==> src/rtl/wsfr_pkg.sv <==
`timescale 1ns / 1ps

package wsfr_pkg;

   localparam int OP_W     = 2;
   localparam int BYTE_W   = 8;
   localparam int KIND_W   = 3;
   localparam int MLEN_W   = 16;
   localparam int LIMIT_W  = 17;
   localparam int FLEN_W   = 64;

   localparam logic [OP_W-1:0] OP_BYTE  = 2'd0;
   localparam logic [OP_W-1:0] OP_OPEN  = 2'd1;
   localparam logic [OP_W-1:0] OP_ERROR = 2'd2;

   localparam logic [KIND_W-1:0] KIND_PAYLOAD   = 3'd0;
   localparam logic [KIND_W-1:0] KIND_EMPTY     = 3'd1;
   localparam logic [KIND_W-1:0] KIND_SEND_PONG = 3'd2;
   localparam logic [KIND_W-1:0] KIND_PONG_RX   = 3'd3;
   localparam logic [KIND_W-1:0] KIND_DISCONN   = 3'd4;

   localparam logic [3:0] OPC_TEXT   = 4'h1;
   localparam logic [3:0] OPC_BINARY = 4'h2;
   localparam logic [3:0] OPC_CLOSE  = 4'h8;
   localparam logic [3:0] OPC_PING   = 4'h9;
   localparam logic [3:0] OPC_PONG   = 4'hA;

   localparam logic [6:0] LEN_EXT16 = 7'd126;
   localparam logic [6:0] LEN_EXT64 = 7'd127;
   localparam logic [3:0] EXT16_BYTES = 4'd2;
   localparam logic [3:0] EXT64_BYTES = 4'd8;

   localparam logic [LIMIT_W-1:0] SKIP_LIMIT_RESET = 17'd8192;
   localparam logic [LIMIT_W-1:0] LIMIT_CAP        = 17'd65536;

   typedef enum logic [5:0] {
      PH_HDR0    = 6'b000001,
      PH_HDR1    = 6'b000010,
      PH_EXT     = 6'b000100,
      PH_KEY     = 6'b001000,
      PH_DELIVER = 6'b010000,
      PH_DISCARD = 6'b100000
   } phase_type;

   typedef struct packed {
      phase_type         phase;
      logic [3:0]        opcode;
      logic              mask_on;
      logic [3:0]        ext_left;
      logic [31:0]       mask_key;
      logic [1:0]        mask_pos;
      logic [FLEN_W-1:0] remaining;
      logic [FLEN_W-1:0] payload_len;
   } pars_type;

   localparam pars_type PARS_RESET = '{
      phase:       PH_HDR0,
      opcode:      4'h0,
      mask_on:     1'b0,
      ext_left:    4'h0,
      mask_key:    32'h0,
      mask_pos:    2'd0,
      remaining:   64'd0,
      payload_len: 64'd0
   };

endpackage

==> src/rtl/wsfr_if.sv <==
`timescale 1ns / 1ps

interface wsfr_req_if
   import wsfr_pkg::*;
   ();
   logic              valid;
   logic              ready;
   logic [OP_W-1:0]   op;
   logic [BYTE_W-1:0] rx_byte;

   modport source (output valid, output op, output rx_byte, input ready);
   modport sink   (input valid, input op, input rx_byte, output ready);
endinterface

interface wsfr_rsp_if
   import wsfr_pkg::*;
   ();
   logic              valid;
   logic              ready;
   logic [KIND_W-1:0] kind;
   logic              msg_type;
   logic [BYTE_W-1:0] data_byte;
   logic [MLEN_W-1:0] msg_length;
   logic              last;

   modport source (output valid, output kind, output msg_type, output data_byte,
                   output msg_length, output last, input ready);
   modport sink   (input valid, input kind, input msg_type, input data_byte,
                   input msg_length, input last, output ready);
endinterface

==> src/rtl/websocket_frame_receiver.sv <==
`timescale 1ns / 1ps
// WebSocket frame receiver.
// req_if carries one word per item: op (received byte, connection opened,
// link error) and rx_byte. rsp_if carries at most one word per item: kind,
// msg_type, data_byte, msg_length and last. Both are valid/ready channels.
// csr_wr_en/csr_wr_data write skip_limit; write it only while idle.
// Each accepted word is parsed combinationally by the header/payload logic
// and its result, if any, sits in the output register in the next cycle.
// Throughput is one word per cycle while no result waits on a stalled sink; the output register is the only stage.
// req_if.ready is high while the output register is empty or being taken, so
// a stalled sink holds back the input only once a result is waiting.
// Reset (synchronous, active high) closes the link, returns the parser to the
// first header byte, empties the output register and sets skip_limit to 8192.
// Bytes seen while the link is closed are dropped.

module websocket_frame_receiver
   import wsfr_pkg::*;
(
   input  logic               clock,
   input  logic               reset,
   wsfr_req_if.sink           req_if,
   wsfr_rsp_if.source         rsp_if,
   input  logic               csr_wr_en,
   input  logic [LIMIT_W-1:0] csr_wr_data
);

   logic [LIMIT_W-1:0] skip_limit_ff;
   logic               link_open_ff, link_open_in;
   pars_type           pars_ff, pars_in;

   logic               rsp_valid_ff, rsp_valid_in;
   logic [KIND_W-1:0]  kind_ff, kind_in;
   logic               msg_type_ff, msg_type_in;
   logic [BYTE_W-1:0]  data_ff, data_in;
   logic [MLEN_W-1:0]  mlen_ff, mlen_in;
   logic               last_ff, last_in;

   logic               accept;
   logic               emit;
   logic               len_done;
   logic               hdr_done;
   logic [LIMIT_W-1:0] limit_eff;
   logic [6:0]         len7;
   logic [7:0]         key_byte;
   logic [3:0]         opc_less;

   assign accept     = req_if.valid && req_if.ready;
   assign req_if.ready = !rsp_valid_ff || rsp_if.ready;
   assign limit_eff  = (skip_limit_ff > LIMIT_CAP) ? LIMIT_CAP : skip_limit_ff;
   assign len7       = req_if.rx_byte[6:0];
   assign opc_less   = pars_ff.opcode - 4'd1;

   always_comb begin
      case (pars_ff.mask_pos)
         2'd0:    key_byte = pars_ff.mask_key[31:24];
         2'd1:    key_byte = pars_ff.mask_key[23:16];
         2'd2:    key_byte = pars_ff.mask_key[15:8];
         default: key_byte = pars_ff.mask_key[7:0];
      endcase
      if (!pars_ff.mask_on) begin
         key_byte = 8'h00;
      end
   end

   always_comb begin
      pars_in      = pars_ff;
      link_open_in = link_open_ff;
      emit         = 1'b0;
      kind_in      = KIND_PAYLOAD;
      msg_type_in  = 1'b0;
      data_in      = '0;
      mlen_in      = '0;
      last_in      = 1'b0;
      len_done     = 1'b0;
      hdr_done     = 1'b0;

      if (accept) begin
         case (req_if.op)
            OP_OPEN: begin
               link_open_in = 1'b1;
               pars_in      = PARS_RESET;
            end
            OP_ERROR: begin
               if (link_open_ff) begin
                  link_open_in = 1'b0;
                  pars_in      = PARS_RESET;
                  emit         = 1'b1;
                  kind_in      = KIND_DISCONN;
               end
            end
            OP_BYTE: begin
               if (link_open_ff) begin
                  case (pars_ff.phase)
                     PH_HDR0: begin
                        pars_in.opcode = req_if.rx_byte[3:0];
                        pars_in.phase  = PH_HDR1;
                     end
                     PH_HDR1: begin
                        pars_in.mask_on     = req_if.rx_byte[7];
                        pars_in.payload_len = '0;
                        if (len7 == LEN_EXT16) begin
                           pars_in.ext_left = EXT16_BYTES;
                           pars_in.phase    = PH_EXT;
                        end else if (len7 == LEN_EXT64) begin
                           pars_in.ext_left = EXT64_BYTES;
                           pars_in.phase    = PH_EXT;
                        end else begin
                           pars_in.payload_len = {{(FLEN_W-7){1'b0}}, len7};
                           len_done            = 1'b1;
                        end
                     end
                     PH_EXT: begin
                        pars_in.payload_len = {pars_ff.payload_len[FLEN_W-9:0],
                                               req_if.rx_byte};
                        if (pars_ff.ext_left != 4'd0) begin
                           pars_in.ext_left = pars_ff.ext_left - 4'd1;
                        end
                        if (pars_in.ext_left == 4'd0) begin
                           len_done = 1'b1;
                        end
                     end
                     PH_KEY: begin
                        pars_in.mask_key = {pars_ff.mask_key[23:0], req_if.rx_byte};
                        if (pars_ff.mask_pos == 2'd3) begin
                           hdr_done = 1'b1;
                        end else begin
                           pars_in.mask_pos = pars_ff.mask_pos + 2'd1;
                        end
                     end
                     PH_DELIVER: begin
                        pars_in.mask_pos  = pars_ff.mask_pos + 2'd1;
                        pars_in.remaining = pars_ff.remaining - 64'd1;
                        emit        = 1'b1;
                        kind_in     = KIND_PAYLOAD;
                        msg_type_in = opc_less[0];
                        data_in     = req_if.rx_byte ^ key_byte;
                        mlen_in     = pars_ff.payload_len[MLEN_W-1:0];
                        if (pars_in.remaining == 64'd0) begin
                           pars_in.phase = PH_HDR0;
                           last_in       = 1'b1;
                        end
                     end
                     PH_DISCARD: begin
                        pars_in.remaining = pars_ff.remaining - 64'd1;
                        if (pars_in.remaining == 64'd0) begin
                           pars_in.phase = PH_HDR0;
                           if (pars_ff.opcode == OPC_PING) begin
                              emit    = 1'b1;
                              kind_in = KIND_SEND_PONG;
                           end else if (pars_ff.opcode == OPC_PONG) begin
                              emit    = 1'b1;
                              kind_in = KIND_PONG_RX;
                           end
                        end
                     end
                     default: begin
                        pars_in = PARS_RESET;
                     end
                  endcase
               end
            end
            default: begin
            end
         endcase
      end

      // end of length field: fetch the mask key or finish the header
      if (len_done) begin
         if (pars_in.mask_on) begin
            pars_in.mask_pos = 2'd0;
            pars_in.mask_key = '0;
            pars_in.phase    = PH_KEY;
         end else begin
            hdr_done = 1'b1;
         end
      end

      if (hdr_done) begin
         pars_in.mask_pos  = 2'd0;
         pars_in.remaining = pars_in.payload_len;
         if (pars_ff.opcode == OPC_CLOSE) begin
            link_open_in = 1'b0;
            pars_in      = PARS_RESET;
            emit         = 1'b1;
            kind_in      = KIND_DISCONN;
         end else if (pars_in.payload_len == 64'd0) begin
            pars_in.phase = PH_HDR0;
            if (pars_ff.opcode == OPC_PING) begin
               emit    = 1'b1;
               kind_in = KIND_SEND_PONG;
            end else if (pars_ff.opcode == OPC_PONG) begin
               emit    = 1'b1;
               kind_in = KIND_PONG_RX;
            end else if (pars_ff.opcode inside {OPC_TEXT, OPC_BINARY}) begin
               emit        = 1'b1;
               kind_in     = KIND_EMPTY;
               msg_type_in = opc_less[0];
               last_in     = 1'b1;
            end
         end else if ((pars_ff.opcode inside {OPC_TEXT, OPC_BINARY}) &&
                      (pars_in.payload_len[FLEN_W-1:LIMIT_W] == '0) &&
                      (pars_in.payload_len[LIMIT_W-1:0] < limit_eff)) begin
            pars_in.phase = PH_DELIVER;
         end else begin
            pars_in.phase = PH_DISCARD;
         end
      end
   end

   always_comb begin
      if (emit) begin
         rsp_valid_in = 1'b1;
      end else if (rsp_if.ready) begin
         rsp_valid_in = 1'b0;
      end else begin
         rsp_valid_in = rsp_valid_ff;
      end
   end

   always_ff @(posedge clock) begin
      if (reset) begin
         skip_limit_ff <= SKIP_LIMIT_RESET;
         link_open_ff  <= 1'b0;
         pars_ff       <= PARS_RESET;
         rsp_valid_ff  <= 1'b0;
      end else begin
         if (csr_wr_en) begin
            skip_limit_ff <= csr_wr_data;
         end
         link_open_ff <= link_open_in;
         pars_ff      <= pars_in;
         rsp_valid_ff <= rsp_valid_in;
      end
   end

   always_ff @(posedge clock) begin
      if (emit) begin
         kind_ff     <= kind_in;
         msg_type_ff <= msg_type_in;
         data_ff     <= data_in;
         mlen_ff     <= mlen_in;
         last_ff     <= last_in;
      end
   end

   assign rsp_if.valid      = rsp_valid_ff;
   assign rsp_if.kind       = kind_ff;
   assign rsp_if.msg_type   = msg_type_ff;
   assign rsp_if.data_byte  = data_ff;
   assign rsp_if.msg_length = mlen_ff;
   assign rsp_if.last       = last_ff;

`ifndef SYNTH
   a_ready_when_empty: assert property (@(posedge clock) disable iff (reset)
      !rsp_valid_ff |-> req_if.ready)
      else $error("input stalled with empty output register");

   a_payload_needs_link: assert property (@(posedge clock) disable iff (reset)
      (emit && kind_in == KIND_PAYLOAD) |-> link_open_ff)
      else $error("payload word produced while link closed");

   a_disconn_closes: assert property (@(posedge clock) disable iff (reset)
      (emit && kind_in == KIND_DISCONN) |=> !link_open_ff)
      else $error("link still open after disconnect");

   a_empty_is_last: assert property (@(posedge clock) disable iff (reset)
      (emit && kind_in == KIND_EMPTY) |-> last_in)
      else $error("empty message without last mark");
`endif

endmodule

==> src/flat_wrapper.sv <==
// flat-port wrapper written by rule: the top's interface ports become plain ports
module websocket_frame_receiver_flat import wsfr_pkg::*;
  (clock, reset, csr_wr_en, csr_wr_data, req_if_valid, req_if_op, req_if_rx_byte, req_if_ready, rsp_if_valid, rsp_if_kind, rsp_if_msg_type, rsp_if_data_byte, rsp_if_msg_length, rsp_if_last, rsp_if_ready);
  wsfr_req_if req_if_i ();
  wsfr_rsp_if rsp_if_i ();
  input  logic clock;
  input  logic reset;
  input  logic csr_wr_en;
  input  logic [LIMIT_W-1:0] csr_wr_data;
  input wire logic [$bits(req_if_i.valid)-1:0] req_if_valid;
  input wire logic [$bits(req_if_i.op)-1:0] req_if_op;
  input wire logic [$bits(req_if_i.rx_byte)-1:0] req_if_rx_byte;
  output wire logic [$bits(req_if_i.ready)-1:0] req_if_ready;
  output wire logic [$bits(rsp_if_i.valid)-1:0] rsp_if_valid;
  output wire logic [$bits(rsp_if_i.kind)-1:0] rsp_if_kind;
  output wire logic [$bits(rsp_if_i.msg_type)-1:0] rsp_if_msg_type;
  output wire logic [$bits(rsp_if_i.data_byte)-1:0] rsp_if_data_byte;
  output wire logic [$bits(rsp_if_i.msg_length)-1:0] rsp_if_msg_length;
  output wire logic [$bits(rsp_if_i.last)-1:0] rsp_if_last;
  input wire logic [$bits(rsp_if_i.ready)-1:0] rsp_if_ready;
  assign req_if_i.valid = req_if_valid;
  assign req_if_i.op = req_if_op;
  assign req_if_i.rx_byte = req_if_rx_byte;
  assign req_if_ready = req_if_i.ready;
  assign rsp_if_valid = rsp_if_i.valid;
  assign rsp_if_kind = rsp_if_i.kind;
  assign rsp_if_msg_type = rsp_if_i.msg_type;
  assign rsp_if_data_byte = rsp_if_i.data_byte;
  assign rsp_if_msg_length = rsp_if_i.msg_length;
  assign rsp_if_last = rsp_if_i.last;
  assign rsp_if_i.ready = rsp_if_ready;
  websocket_frame_receiver u_core (.clock(clock), .reset(reset), .req_if(req_if_i), .rsp_if(rsp_if_i), .csr_wr_en(csr_wr_en), .csr_wr_data(csr_wr_data));
endmodule
==> config.mk <==
export PLATFORM = sky130hd
export DESIGN_NAME = websocket_frame_receiver_flat
export DESIGN_NICKNAME = d
export VERILOG_FILES = /design/src/rtl/wsfr_pkg.sv /design/src/rtl/wsfr_if.sv /design/src/rtl/websocket_frame_receiver.sv /design/src/flat_wrapper.sv
export SDC_FILE = /design/constraint.sdc
export NUM_CORES = 1
export LEC_CHECK = 0
export BUFFER_PORTS_ARGS = -buffer_cell sky130_fd_sc_hd__buf_2
export CORE_MARGIN = 2
export CORE_UTILIZATION = 32
export CTS_CLUSTER_SIZE = 20
export DETAILED_ROUTE_END_ITERATION = 16
export PLACE_DENSITY = 0.57
export SLEW_MARGIN = 15
export SYNTH_ARGS = -nofsm -noshare
export SYNTH_HDL_FRONTEND = slang
export SYNTH_SLANG_ARGS = --single-unit
==> constraint.sdc <==
create_clock -name clock -period 4.6 [get_ports clock]
set_clock_uncertainty 0.1 [all_clocks]
set_input_delay 0 -clock clock [delete_from_list [all_inputs] [get_ports clock]]
set_output_delay 0 -clock clock [all_outputs]
set_load 0.05 [all_outputs]
* Yosys cells after proc, flatten, opt, wreduce, memory -nomap -nowiden
Cells that the tools add are included.
** Storage, ports and cells
- Output and inout port bits :: 31
- Bits in registers :: 225
- Logic and storage cells :: 176
- Input port bits :: 32
** Operators by class
- $add $sub $neg :: 4
- Order comparisons :: 2
- Bitwise operators :: 1
- Equal/unequal tests :: 21
- Muxes and demuxes :: 106
- Reductions and logical operators :: 26
** Operators with widths (number)
- 2-to-1 mux 177 bit :: 4
- one-hot mux 177 bit (3 select lines) :: 1
- one-hot mux 64 bit (3 select lines) :: 1
- 2-to-1 mux 171 bit :: 1
- logical NOT 64 bit :: 2
- one-hot mux 64 bit (2 select lines) :: 1
- 2-to-1 mux 34 bit :: 2
- 2-to-1 mux 64 bit :: 1
- one-hot mux 32 bit (2 select lines) :: 1
- subtractor 64 x 1 -> 64 bit, second input constant :: 1
- 2-to-1 mux 1 bit :: 51
- 2-to-1 mux 6 bit :: 8
- logical NOT 47 bit :: 1
- 2-to-1 mux 3 bit :: 12
- 2-to-1 mux 4 bit :: 7
- one-hot mux 6 bit (4 select lines) :: 1
- one-hot mux 8 bit (3 select lines) :: 1
- greater-than comparator 17 bit, second input constant :: 1
- < comparator 17 bit :: 1
- 2-to-1 mux 17 bit :: 1
- OR reduction 5 bit :: 3
- equality test 7 bit, second input constant :: 2
- equality test 4 bit, second input constant :: 3
- one-hot mux 4 bit (3 select lines) :: 1
- other kinds (34) :: 52

* Depth between registers and ports, before layout
Gate-level depths: netlist of the first run.
- Depth after elaboration :: 17
- Mapped depth :: 19
- Depth with buffers taken out :: 18

* Worst setup path before layout of the first run
OpenSTA, ideal clock, no wires.
- Path kind :: register to register
- Start point :: register u_core.pars_ff[64] in the netlist's numbering
- End point :: register u_core.data_ff[0] (netlist: u_core.rsp_if.data_byte[0]) (enable)
- Cell stages (with the launch flop) :: 14
- Clock period less this slack :: 4286 ps
- Path buffers :: 1
- Slack :: 314 ps
- Library setup time :: 385 ps
- Data arrival time :: 3801 ps
- Data required time :: 4115 ps
- Cells stage by stage :: dfxtp_1 -> inv_1 -> ha_1 -> nor3b_2 -> nand2_1 -> nor3_2 -> or4b_1 -> buf_2 -> xnor2_1 -> nor4_1 -> nand4_2 -> nor4_4 -> a31o_2 -> a21o_1
** On the way
- Cells in the longest elaborated chain, start to end :: 13
** Ends and longest elaborated chain
- from (decl) :: line websocket_frame_receiver.sv:29 : pars_type pars_ff, pars_in;
- from (signal assigned) :: line websocket_frame_receiver.sv:231 : pars_ff <= pars_in;
- subtractor 64 x 1 -> 64 bit (*) :: line websocket_frame_receiver.sv:144 : pars_in.remaining = pars_ff.remaining - 64'd1;
- logical NOT 64 bit (*) :: line websocket_frame_receiver.sv:145 : if (pars_in.remaining == 64'd0) begin
- 2-to-1 mux 1 bit (*) :: line websocket_frame_receiver.sv:145
- one-hot mux 1 bit (2 select lines) (*) :: line websocket_frame_receiver.sv:93 : case (pars_ff.phase)
- 2-to-1 mux 1 bit (*) :: line websocket_frame_receiver.sv:92 : if (link_open_ff) begin
- one-hot mux 1 bit (2 select lines) (*) :: line websocket_frame_receiver.sv:78 : case (req_if.op)
- 2-to-1 mux 1 bit (*) :: line websocket_frame_receiver.sv:77 : if (accept) begin
- 2-to-1 mux 1 bit :: line websocket_frame_receiver.sv:194 : end else if (pars_ff.opcode inside {OPC_TEXT, OPC_BINARY}) begin
- 2-to-1 mux 1 bit :: line websocket_frame_receiver.sv:191 : end else if (pars_ff.opcode == OPC_PONG) begin
- 2-to-1 mux 1 bit :: line websocket_frame_receiver.sv:188 : if (pars_ff.opcode == OPC_PING) begin
- 2-to-1 mux 1 bit :: line websocket_frame_receiver.sv:186 : end else if (pars_in.payload_len == 64'd0) begin
- 2-to-1 mux 1 bit :: line websocket_frame_receiver.sv:181 : if (pars_ff.opcode == OPC_CLOSE) begin
- 2-to-1 mux 1 bit (*) :: line websocket_frame_receiver.sv:178 : if (hdr_done) begin
- via u_core.emit :: line websocket_frame_receiver.sv:39 : logic emit;
- to (signal assigned) :: line websocket_frame_receiver.sv:240 : data_ff <= data_in;
- to (decl) :: line websocket_frame_receiver.sv:34 : logic [BYTE_W-1:0] data_ff, data_in;
The timed path passes the listed nets; every way through them passes the cells marked *.
A chain may end at the register's enable or synchronous reset.

* Worst setup path in the final report of the first run
- Start point :: register u_core.pars_ff[83] in the netlist's numbering
- End point :: register u_core.data_ff[6] (netlist: u_core.rsp_if.data_byte[6]) (enable)
Same word-level chain as after synthesis.

==> results of run 1 <==
-- where the power goes --
part / total, mW / switching [mW] / internal, mW
logic: 0.216 / 0.131 / 0.0851
registers: 2.01 / 0.0106 / 1.99
clock network: 2.30 / 0.916 / 1.39
total: 4.52 / 1.06 / 3.47
-- final timing paths --
kind / cells past startpoint / slack, ns / end
worst min register to register: 2 / 0.39 / u_core.pars_ff[126]$_SDFFE_PP0P_
worst min-delay path: 5 / 0.05 / u_core.rsp_if.valid$_SDFFE_PP0P_
worst max register to register: 12 / 0.24 / u_core.rsp_if.data_byte[6]$_SDFFCE_PN0P_
worst max-delay path: 12 / 0.24 / u_core.rsp_if.data_byte[6]$_SDFFCE_PN0P_
-- synthesized netlist by cell type, types with 33 or more instances --
library cell | count | area share
dfxtp_1 | 196 | 0.32
clkbuf_1 | 89 | 0.027
nor4_1 | 33 | 0.017
a22oi_1 | 93 | 0.057
nand3_1 | 40 | 0.016
xor2_1 | 36 | 0.026
o21ai_0 | 73 | 0.030
a21oi_1 | 110 | 0.045
nor3_1 | 52 | 0.021
and3_1 | 45 | 0.023
nand2_1 | 111 | 0.034
nor2_1 | 227 | 0.070
-- logic make-up after synthesis --
family / share of synthesized area
compound gates: 0.212
buf+inv: 0.0385
fa+ha+maj: 0.0308
xor+xnor: 0.0410
flops: 0.394
simple gates: 0.268
mux: 0.0156
-- flip-flops by register name, summed over array words and instances, names as in the netlist --
| name | flops |
|---|---|
| u_core.link_open_ff | 1 |
| u_core.pars_ff | 177 |
| u_core.rsp_if.data_byte | 8 |
| u_core.rsp_if.kind | 3 |
| u_core.rsp_if.last | 1 |
| u_core.rsp_if.msg_length | 16 |
| u_core.rsp_if.msg_type | 1 |
| u_core.rsp_if.valid | 1 |
| u_core.skip_limit_ff | 17 |
-- metal layers --
| metal | up-vias | track usage | wire length [um] |
|---|---|---|---|
| met5 | - | 0 | 0 |
| met4 | 0 | 0.0611 | 1120 |
| met3 | 66 | 0.0288 | 2790 |
| met2 | 453 | 0.334 | 18600 |
| met1 | 5700 | 0.294 | 18900 |
| li1 | 5646 | - | - |
-- tightest hold or removal path, stage by stage --
cell	delay, ns
buf_2	0.08
nor2b_1	0.07
buf_4	0.17
nor3_1	0.18
a21oi_1	0.15
-- area by class of cell --
cell class              count  area (um^2)  area share
clock inverters            20          265      0.0181
repair buffers            159         1190      0.0816
inverters                  23         86.3     0.00590
multi-input cells        1134         6950       0.475
well taps                 511          639      0.0437
clock buffers              30          697      0.0477
flip-flops and latches    225         4790       0.328
-- stage by stage --
stage	instance area [um^2]	hold slack, ns	std cells	power, mW	util
2_1_floorplan	12200	0.0290	1480	2.16	-
3_3_place_gp	13200	0.134	2005	2.22	0.351
3_5_place_dp	13200	0.136	2005	2.22	0.351
4_1_cts	14600	0.000936	2102	4.56	0.389
5_1_grt	14600	0.0375	2102	4.67	0.389
6_report	14600	0.0477	2102	4.52	0.389
==> results.tsv, run 1 <==
metric	value	unit
Rows	71	
Via-to-Cell Ratio	5.64	
routed via count	11865	
Syn Inst Count	1480	
FILL cells	3781	
Overflow after GRT	0	
Mapped Nets	1542	
CP max stage delay	0.60	ns
critical path buffer and inverter count	2	
PwrDens	309	mW/mm^2
first-pass GRT wire length	64800	um
Worst Setup End Kind	flip-flop	
crit-path cells	nor4_1 > nand4_1 > nor3_2 > buf_4 > nand3b_1 > xor2_1 > nand2_1 > or4_1 > nor4_4 > a31o_2 > a21o_1 > buf_12	
clk buf depth	3	
Syn. warnings	0	
Core ar.	0.0376	mm^2
Worst Tran Pin Value	0.991	ns
GPL Wtd Cong	0.942	
RSZ-0062 raised after global routing	no	
commonest non-fill, non-tap cell in the layout	nor2_1	
Post-CTS Setup Inserts	0	
Hold Buf Count CTS	47	
CTS tree	yes	
Max transition margin	0.337	
maximum clock frequency	229	MHz
Seq cells post-synth	225	
die height	199	um
Antenna diodes	0	
Initial Util	0.324	
Final Cycle Share	0.948	
Crit Path Max Fanout	29	
Synth cell types	70	
vias in the first global route	11184	
area grow syn2layout	20.2	%
worst setup slack after layout	0.239	ns
worst endpoint required time	4.76	ns
Die Width	199	um
antenna violations before repair	2	
Num CTS Buffers	27	
pre-CTS setup slack	0.374	ns
first drt pass iteration count	6	
Clock Latency Late Sink	0.57	ns
largest net degree at the start of global routing	79	
leakage	5.83	nW
I/O Buffers	62	
worst reg2reg startpoint	u_core.pars_ff[83]$_SDFFE_PP0P_	
mean area per synthesized cell	8.22	um^2
die area	0.0396	mm^2
initial drt markers	1036	
Reg clk slew, reported paths	0.06	ns
Worst Hold Class	input port to flip-flop	
Max Cap Viol	0	
GRT Total Usage	0.209	
H-tree Lvls	1	
most frequent cells in the layout	nor2_1 (226), dfxtp_1 (196), a21oi_1 (109), nand2_1 (109), a22oi_1 (93)	
WL final	41400	um
Setup CP Type	flip-flop to flip-flop	
Post-synth EDFFs	29	
DPL Wire Length	29600	um
Seq/Total Area, Yosys	0.394	
ys async rst share	0	
slowest cell on the critical path	or4_1	
Fin. Hold Viols	0	
ys flop type	dfxtp_1	
worst path arrival time	4.52	ns
Gates resized, CTS repair	0	
final-report max-slew violation count	0	
Top Family by Delay on Critical Path	simple AND/OR/NAND/NOR gates	
number of top-level pins	63	
ANT nets after route	0	
CTS sink count	225	
status	finished clean	
Synth Cell Area	0.0122	mm^2
DR WL/cell	19.7	um
Peak supply drop	236	uV
setup TNS	0	ns
drt drc	0	
crit path launch type	flip-flop	
share of layout cells above drive strength 1	0.127	
crit path from	u_core.pars_ff[83]$_SDFFE_PP0P_	
final setup vio count	0	
Hold Path Origin	rsp_if_ready	
root buf cell	clkbuf_16	
nets	1632	
post-layout min period	4.36	ns
(Power assumes the default switching activity.)
==> inputs of run 2 (changes only) <==
GPL_TIMING_DRIVEN = 0   (was not set)
PLACE_DENSITY = 0.55   (was 0.57)
clock period = 4.7 ns   (was 4.6 ns; I/O delays follow)
==> run 2 against run 1 <==
Against the previous run:
- sequential power decreased by 2%
- sequential cell count did not move
- register-to-register slack worse by 0.08 ns
- die area is the same
- sequential share of layout area up 0.14 points
==> results.tsv, run 2 (same netlist as run 1, synthesis figures left out) <==
metric	value	unit
pre-CTS setup slack	-0.914	ns
initial drt markers	1278	
CTS sink count	225	
drt drc	0	
worst setup slack after layout	0.157	ns
Worst Setup End Kind	flip-flop	
Core ar.	0.0376	mm^2
worst path arrival time	4.67	ns
share of layout cells above drive strength 1	0.0991	
Max transition margin	0.229	
antenna violations before repair	1	
Setup CP Type	flip-flop to flip-flop	
Rows	71	
H-tree Lvls	1	
final-report max-slew violation count	0	
CTS tree	yes	
commonest non-fill, non-tap cell in the layout	nor2_1	
Initial Util	0.324	
Num CTS Buffers	27	
DPL Wire Length	33400	um
nets	1676	
Overflow after GRT	0	
Fin. Hold Viols	0	
Hold Path Origin	csr_wr_data[13]	
crit path launch type	flip-flop	
vias in the first global route	11530	
Reg clk slew, reported paths	0.06	ns
first drt pass iteration count	7	
post-layout min period	4.54	ns
maximum clock frequency	220	MHz
die area	0.0396	mm^2
Peak supply drop	228	uV
worst endpoint required time	4.83	ns
Max Cap Viol	0	
I/O Buffers	60	
area grow syn2layout	19.7	%
RSZ-0062 raised after global routing	yes	
DP Area	0.0131	mm^2
routed via count	12295	
final setup vio count	0	
root buf cell	clkbuf_16	
leakage	5.75	nW
Top reg by flops	u_core.pars_ff	
DR WL/cell	21.2	um
Via-to-Cell Ratio	5.73	
Crit Path Max Fanout	29	
crit path from	u_core.pars_ff[64]$_SDFFE_PP0P_	
PwrDens	299	mW/mm^2
WL final	45500	um
number of top-level pins	63	
max reg flops	177	
clk buf depth	3	
die height	199	um
design area	0.0146	mm^2
most frequent cells in the layout	nor2_1 (226), dfxtp_1 (196), a21oi_1 (110), nand2_1 (110), a22oi_1 (93)	
largest net degree at the start of global routing	30	
Final Cycle Share	0.967	
worst reg2reg startpoint	u_core.pars_ff[64]$_SDFFE_PP0P_	
GPL Wtd Cong	0.939	
Worst Hold Class	input port to flip-flop	
ANT nets after route	0	
GRT Total Usage	0.226	
Die Width	199	um
Worst Tran Pin Value	1.16	ns
Clock Latency Late Sink	0.57	ns
first-pass GRT wire length	68300	um
status	finished clean	
## run 2: cell types whose count changed in the layout (fill, tap and decap cells not counted), moves of 4 or more
cell	delta
clkbuf_1	+89
buf_4	-41
dlygate4sd3_1	-8
clkbuf_2	+6
clkbuf_8	+5
clkinvlp_4	-4
## run 2: per-stage QoR
step	std cells	power [mW]	hold WS (ns)	setup TNS (ns)	utilization
3_3_place_gp	2051	2.18	0.133	-26.03	0.349
6_report	2147	4.36	0.0964	0	0.388
5_1_grt	2146	4.49	0.114	-0.0116	0.387
2_1_floorplan	1480	2.11	0.0290	0	-
4_1_cts	2141	4.38	0.0812	0	0.386
3_5_place_dp	2051	2.19	0.134	-27.08	0.349
## run 2: power by group
part | internal [mW] | switching (mW)
clock network | 1.31 | 0.873
logic | 0.0747 | 0.141
registers | 1.95 | 0.00770
total | 3.33 | 1.02
## run 2: repair_timing
item / in CTS / in global routing
resized for setup: 10 / 11
hold endpoints to repair: 50 / 0
hold buffers: 39 / 0
pin swaps: 1 / 3
buffers inserted: 2 / 5
setup endpoints to repair: 31 / 35
## run 2: cell type report
class | instances | area (um^2)
sequential | 225 | 4790
inverter | 23 | 86.3
clock buffer | 43 | 817
fill | 3897 | 23000
timing repair buffer | 106 | 756
antenna | 1 | 2.50
multi-input combinational | 1134 | 6970
tap | 511 | 639
buffer | 97 | 385
clock inverter | 7 | 109
## run 2: path summary, 6_finish.rpt
path / slack (ns) / endpoint / cells past startpoint
setup / recovery: 0.16 / u_core.rsp_if.msg_length[9]$_SDFFCE_PN0P_ / 13
hold / removal: 0.1 / u_core.skip_limit_ff[13]$_SDFFE_PP1P_ / 4
setup reg to reg: 0.16 / u_core.rsp_if.msg_length[9]$_SDFFCE_PN0P_ / 13
hold reg to reg: 0.39 / u_core.pars_ff[126]$_SDFFE_PP0P_ / 2
## run 2: per-layer routing
metal	track usage	vias to the layer above	wire length, um
li1	-	5734	-
met1	0.306	6003	20200
met2	0.357	458	20400
met3	0.0412	100	3280
met4	0.0843	0	1640
met5	0.00383	-	0
## run 2: critical path: stages (launching register included)
cell and delay (ns):
dfxtp_1 0.36, inv_1 0.09, ha_1 0.22, nor3b_2 0.43, nand2_2 0.28, nor4_4 0.53
nand4_1 0.18, xor2_1 0.35, nand3_1 0.13, or3b_2 0.50, nor4_4 0.27, buf_4 0.19
a31o_2 0.17, a21o_4 0.37
==> inputs of run 3 (changes only) <==
--- a/config.mk
+++ b/config.mk
@@ -7,5 +7,4 @@
 export LEC_CHECK = 0
 export BUFFER_PORTS_ARGS = -buffer_cell sky130_fd_sc_hd__buf_2
-export CORE_MARGIN = 2
 export CORE_UTILIZATION = 32
 export CTS_CLUSTER_SIZE = 20
--- a/constraint.sdc
+++ b/constraint.sdc
@@ -3,3 +3,3 @@
 set_input_delay 0 -clock clock [delete_from_list [all_inputs] [get_ports clock]]
 set_output_delay 0 -clock clock [all_outputs]
-set_load 0.05 [all_outputs]
+set_load 0.005 [all_outputs]
==> run 3 against run 2 <==
Against the previous run:
- die area shrank 2.0%
- final area shrank 0.44%
- global-route usage grew 0.45 points
- sequential share of layout area grew 0.14 points
- critical path depth shrank 1
- routed wire length grew 0.51%
- clock-buffer cell count shrank 2
- utilization shrank 0.17 points
- non-clock buffer count shrank 6
- hold slack gained 0.0085 ns
- sequential cell count is the same
- combinational power is essentially flat
- largest cell class unchanged
==> results.tsv, run 3 (same netlist as run 1, synthesis figures left out) <==
metric	value	unit
Worst Hold Class	input port to flip-flop	
maximum clock frequency	221	MHz
CTS sink count	225	
final core occ	0.386	
total power	4.29	mW
DR WL/cell	21.3	um
number of top-level pins	63	
Die Width	197	um
routing usage on met1	0.310	
max reg flops	177	
Peak supply drop	208	uV
ANT nets after route	0	
H-tree Lvls	1	
WL final	45700	um
clk buf depth	3	
Setup CP Type	flip-flop to flip-flop	
Fin. Hold Viols	0	
Max transition margin	0.246	
slowest cell on the critical path	or4_4	
DPL Wire Length	33400	um
routed via count	12326	
I/O Buffers	60	
FILL cells	3916	
nets	1671	
Top cell by count, worst path	nor4_4	
Reg clk slew, reported paths	0.06	ns
Worst Tran Pin Value	1.13	ns
final-report max-slew violation count	0	
antenna violations before repair	2	
Clock Latency Late Sink	0.56	ns
crit-path cells	clkbuf_1 > or4_4 > nand4b_4 > nor4_4 > nand4_1 > xor2_1 > nand3_1 > or3b_2 > nor4_4 > buf_4 > a31o_2 > a21o_4	
Crit Path Max Fanout	15	
post-layout min period	4.52	ns
Core ar.	0.0376	mm^2
status	finished clean	
Via-to-Cell Ratio	5.75	
CP max stage delay	0.59	ns
Overflow after GRT	0	
area grow syn2layout	19.1	%
die area	0.0388	mm^2
share of layout cells above drive strength 1	0.0982	
first drt pass iteration count	6	
Num CTS Buffers	27	
Initial Util	0.324	
Max Cap Viol	0	
drt drc	0	
met2 Usage GRT	0.365	
Rows	71	
leakage	5.72	nW
critical path buffer and inverter count	2	
die height	197	um
crit path launch type	flip-flop	
vias in the first global route	11647	
M3 GR Usage	0.0430	
Final Cycle Share	0.962	
first-pass GRT wire length	68800	um
largest net degree at the start of global routing	30	
Worst Setup End Kind	flip-flop	
GRT Max-Usage Layer	met2	
RSZ-0062 raised after global routing	no	
GPL Wtd Cong	0.961	
PwrDens	296	mW/mm^2
root buf cell	clkbuf_16	
worst path arrival time	4.66	ns
initial drt markers	1331	
worst endpoint required time	4.84	ns
most frequent cells in the layout	nor2_1 (227), dfxtp_1 (196), a21oi_1 (110), nand2_1 (110), a22oi_1 (93)	
Top Family by Delay on Critical Path	simple AND/OR/NAND/NOR gates	
GRT Total Usage	0.230	
Top reg by flops	u_core.pars_ff	
final setup vio count	0	
CTS tree	yes	
commonest non-fill, non-tap cell in the layout	nor2_1	
==> run 3: cell count changes in the layout (fill, tap and decap cells not counted), moves of 3 or more <==
| cell | previous run | this run |
|---|---|---|
| buf_4 | 6 | 3 |
| dlygate4sd3_1 | 39 | 36 |
| clkbuf_2 | 6 | 3 |
| clkbuf_8 | 6 | 9 |
| clkinv_2 | 1 | 5 |
==> run 3: metrics by stage <==
stage | setup TNS (ns) | hold WS, ns | instances | area, um^2 | setup slack (ns)
final | 0 | 0.105 | 2143 | 14500 | 0.180
after floorplan | 0 | 0.0290 | 1480 | 12200 | 0.414
after CTS | 0 | 0.0901 | 2138 | 14400 | 0.00701
after global placement | -28.08 | 0.133 | 2051 | 13100 | -0.949
after global routing | 0 | 0.141 | 2141 | 14500 | 0.0135
after detailed placement | -29.99 | 0.139 | 2051 | 13100 | -1.01
==> run 3: power by group <==
| part | switching, mW | internal [mW] | total [mW] |
|---|---|---|---|
| Combinational | 0.140 | 0.0733 | 0.213 |
| Clock | 0.871 | 1.25 | 2.12 |
| Sequential | 0.00748 | 1.95 | 1.96 |
| Total | 1.02 | 3.28 | 4.29 |
==> run 3: path summary, 6_finish.rpt <==
check / startpoint / to / slack (ns) / cells past startpoint
setup / recovery: u_core.pars_ff[90]$_SDFFE_PP0P_ / u_core.rsp_if.msg_length[14]$_SDFFCE_PN0P_ / 0.18 / 12
hold / removal: csr_wr_data[13] / u_core.skip_limit_ff[13]$_SDFFE_PP1P_ / 0.10 / 4
setup reg to reg: u_core.pars_ff[90]$_SDFFE_PP0P_ / u_core.rsp_if.msg_length[14]$_SDFFCE_PN0P_ / 0.18 / 12
hold reg to reg: u_core.pars_ff[73]$_SDFFE_PP0P_ / u_core.pars_ff[73]$_SDFFE_PP0P_ / 0.39 / 2
==> run 3: tightest hold or removal path: cells and delay by family <==
family | cells | cell delay (ns)
simple gates | 1 | 0.06
mux | 1 | 0.06
buf+inv | 2 | 0.62
==> run 3: timing repair <==
| item | CTS | global route |
|---|---|---|
| pin swaps | 1 | 2 |
| gates cloned | 0 | 1 |
| endpoints found under the hold margin | 45 | 0 |
| hold buffers | 36 | 0 |
| gates resized for setup | 8 | 9 |
| endpoints found under the setup margin | 32 | 32 |
| buffers inserted | 2 | 2 |
==> run 3: cell type report <==
type,instances,area [um^2],share of cell area
multi-input cells,1135,6990,0.482
flip-flops and latches,225,4790,0.331
clock buffers,41,818,0.0564
repair buffers,100,703,0.0485
well taps,511,639,0.0441
plain buffers,97,382,0.0263
inverters,23,86.3,0.00595
clock inverters,9,78.8,0.00544
diodes,2,5.00,0.000345
==> run 3: layer usage <==
layer	wire length, um	up-vias	part of all wire
met5	0	-	0
met4	1510	0	0.033
met3	3330	106	0.073
met2	20600	507	0.45
met1	20300	5976	0.44
li1	-	5737	-
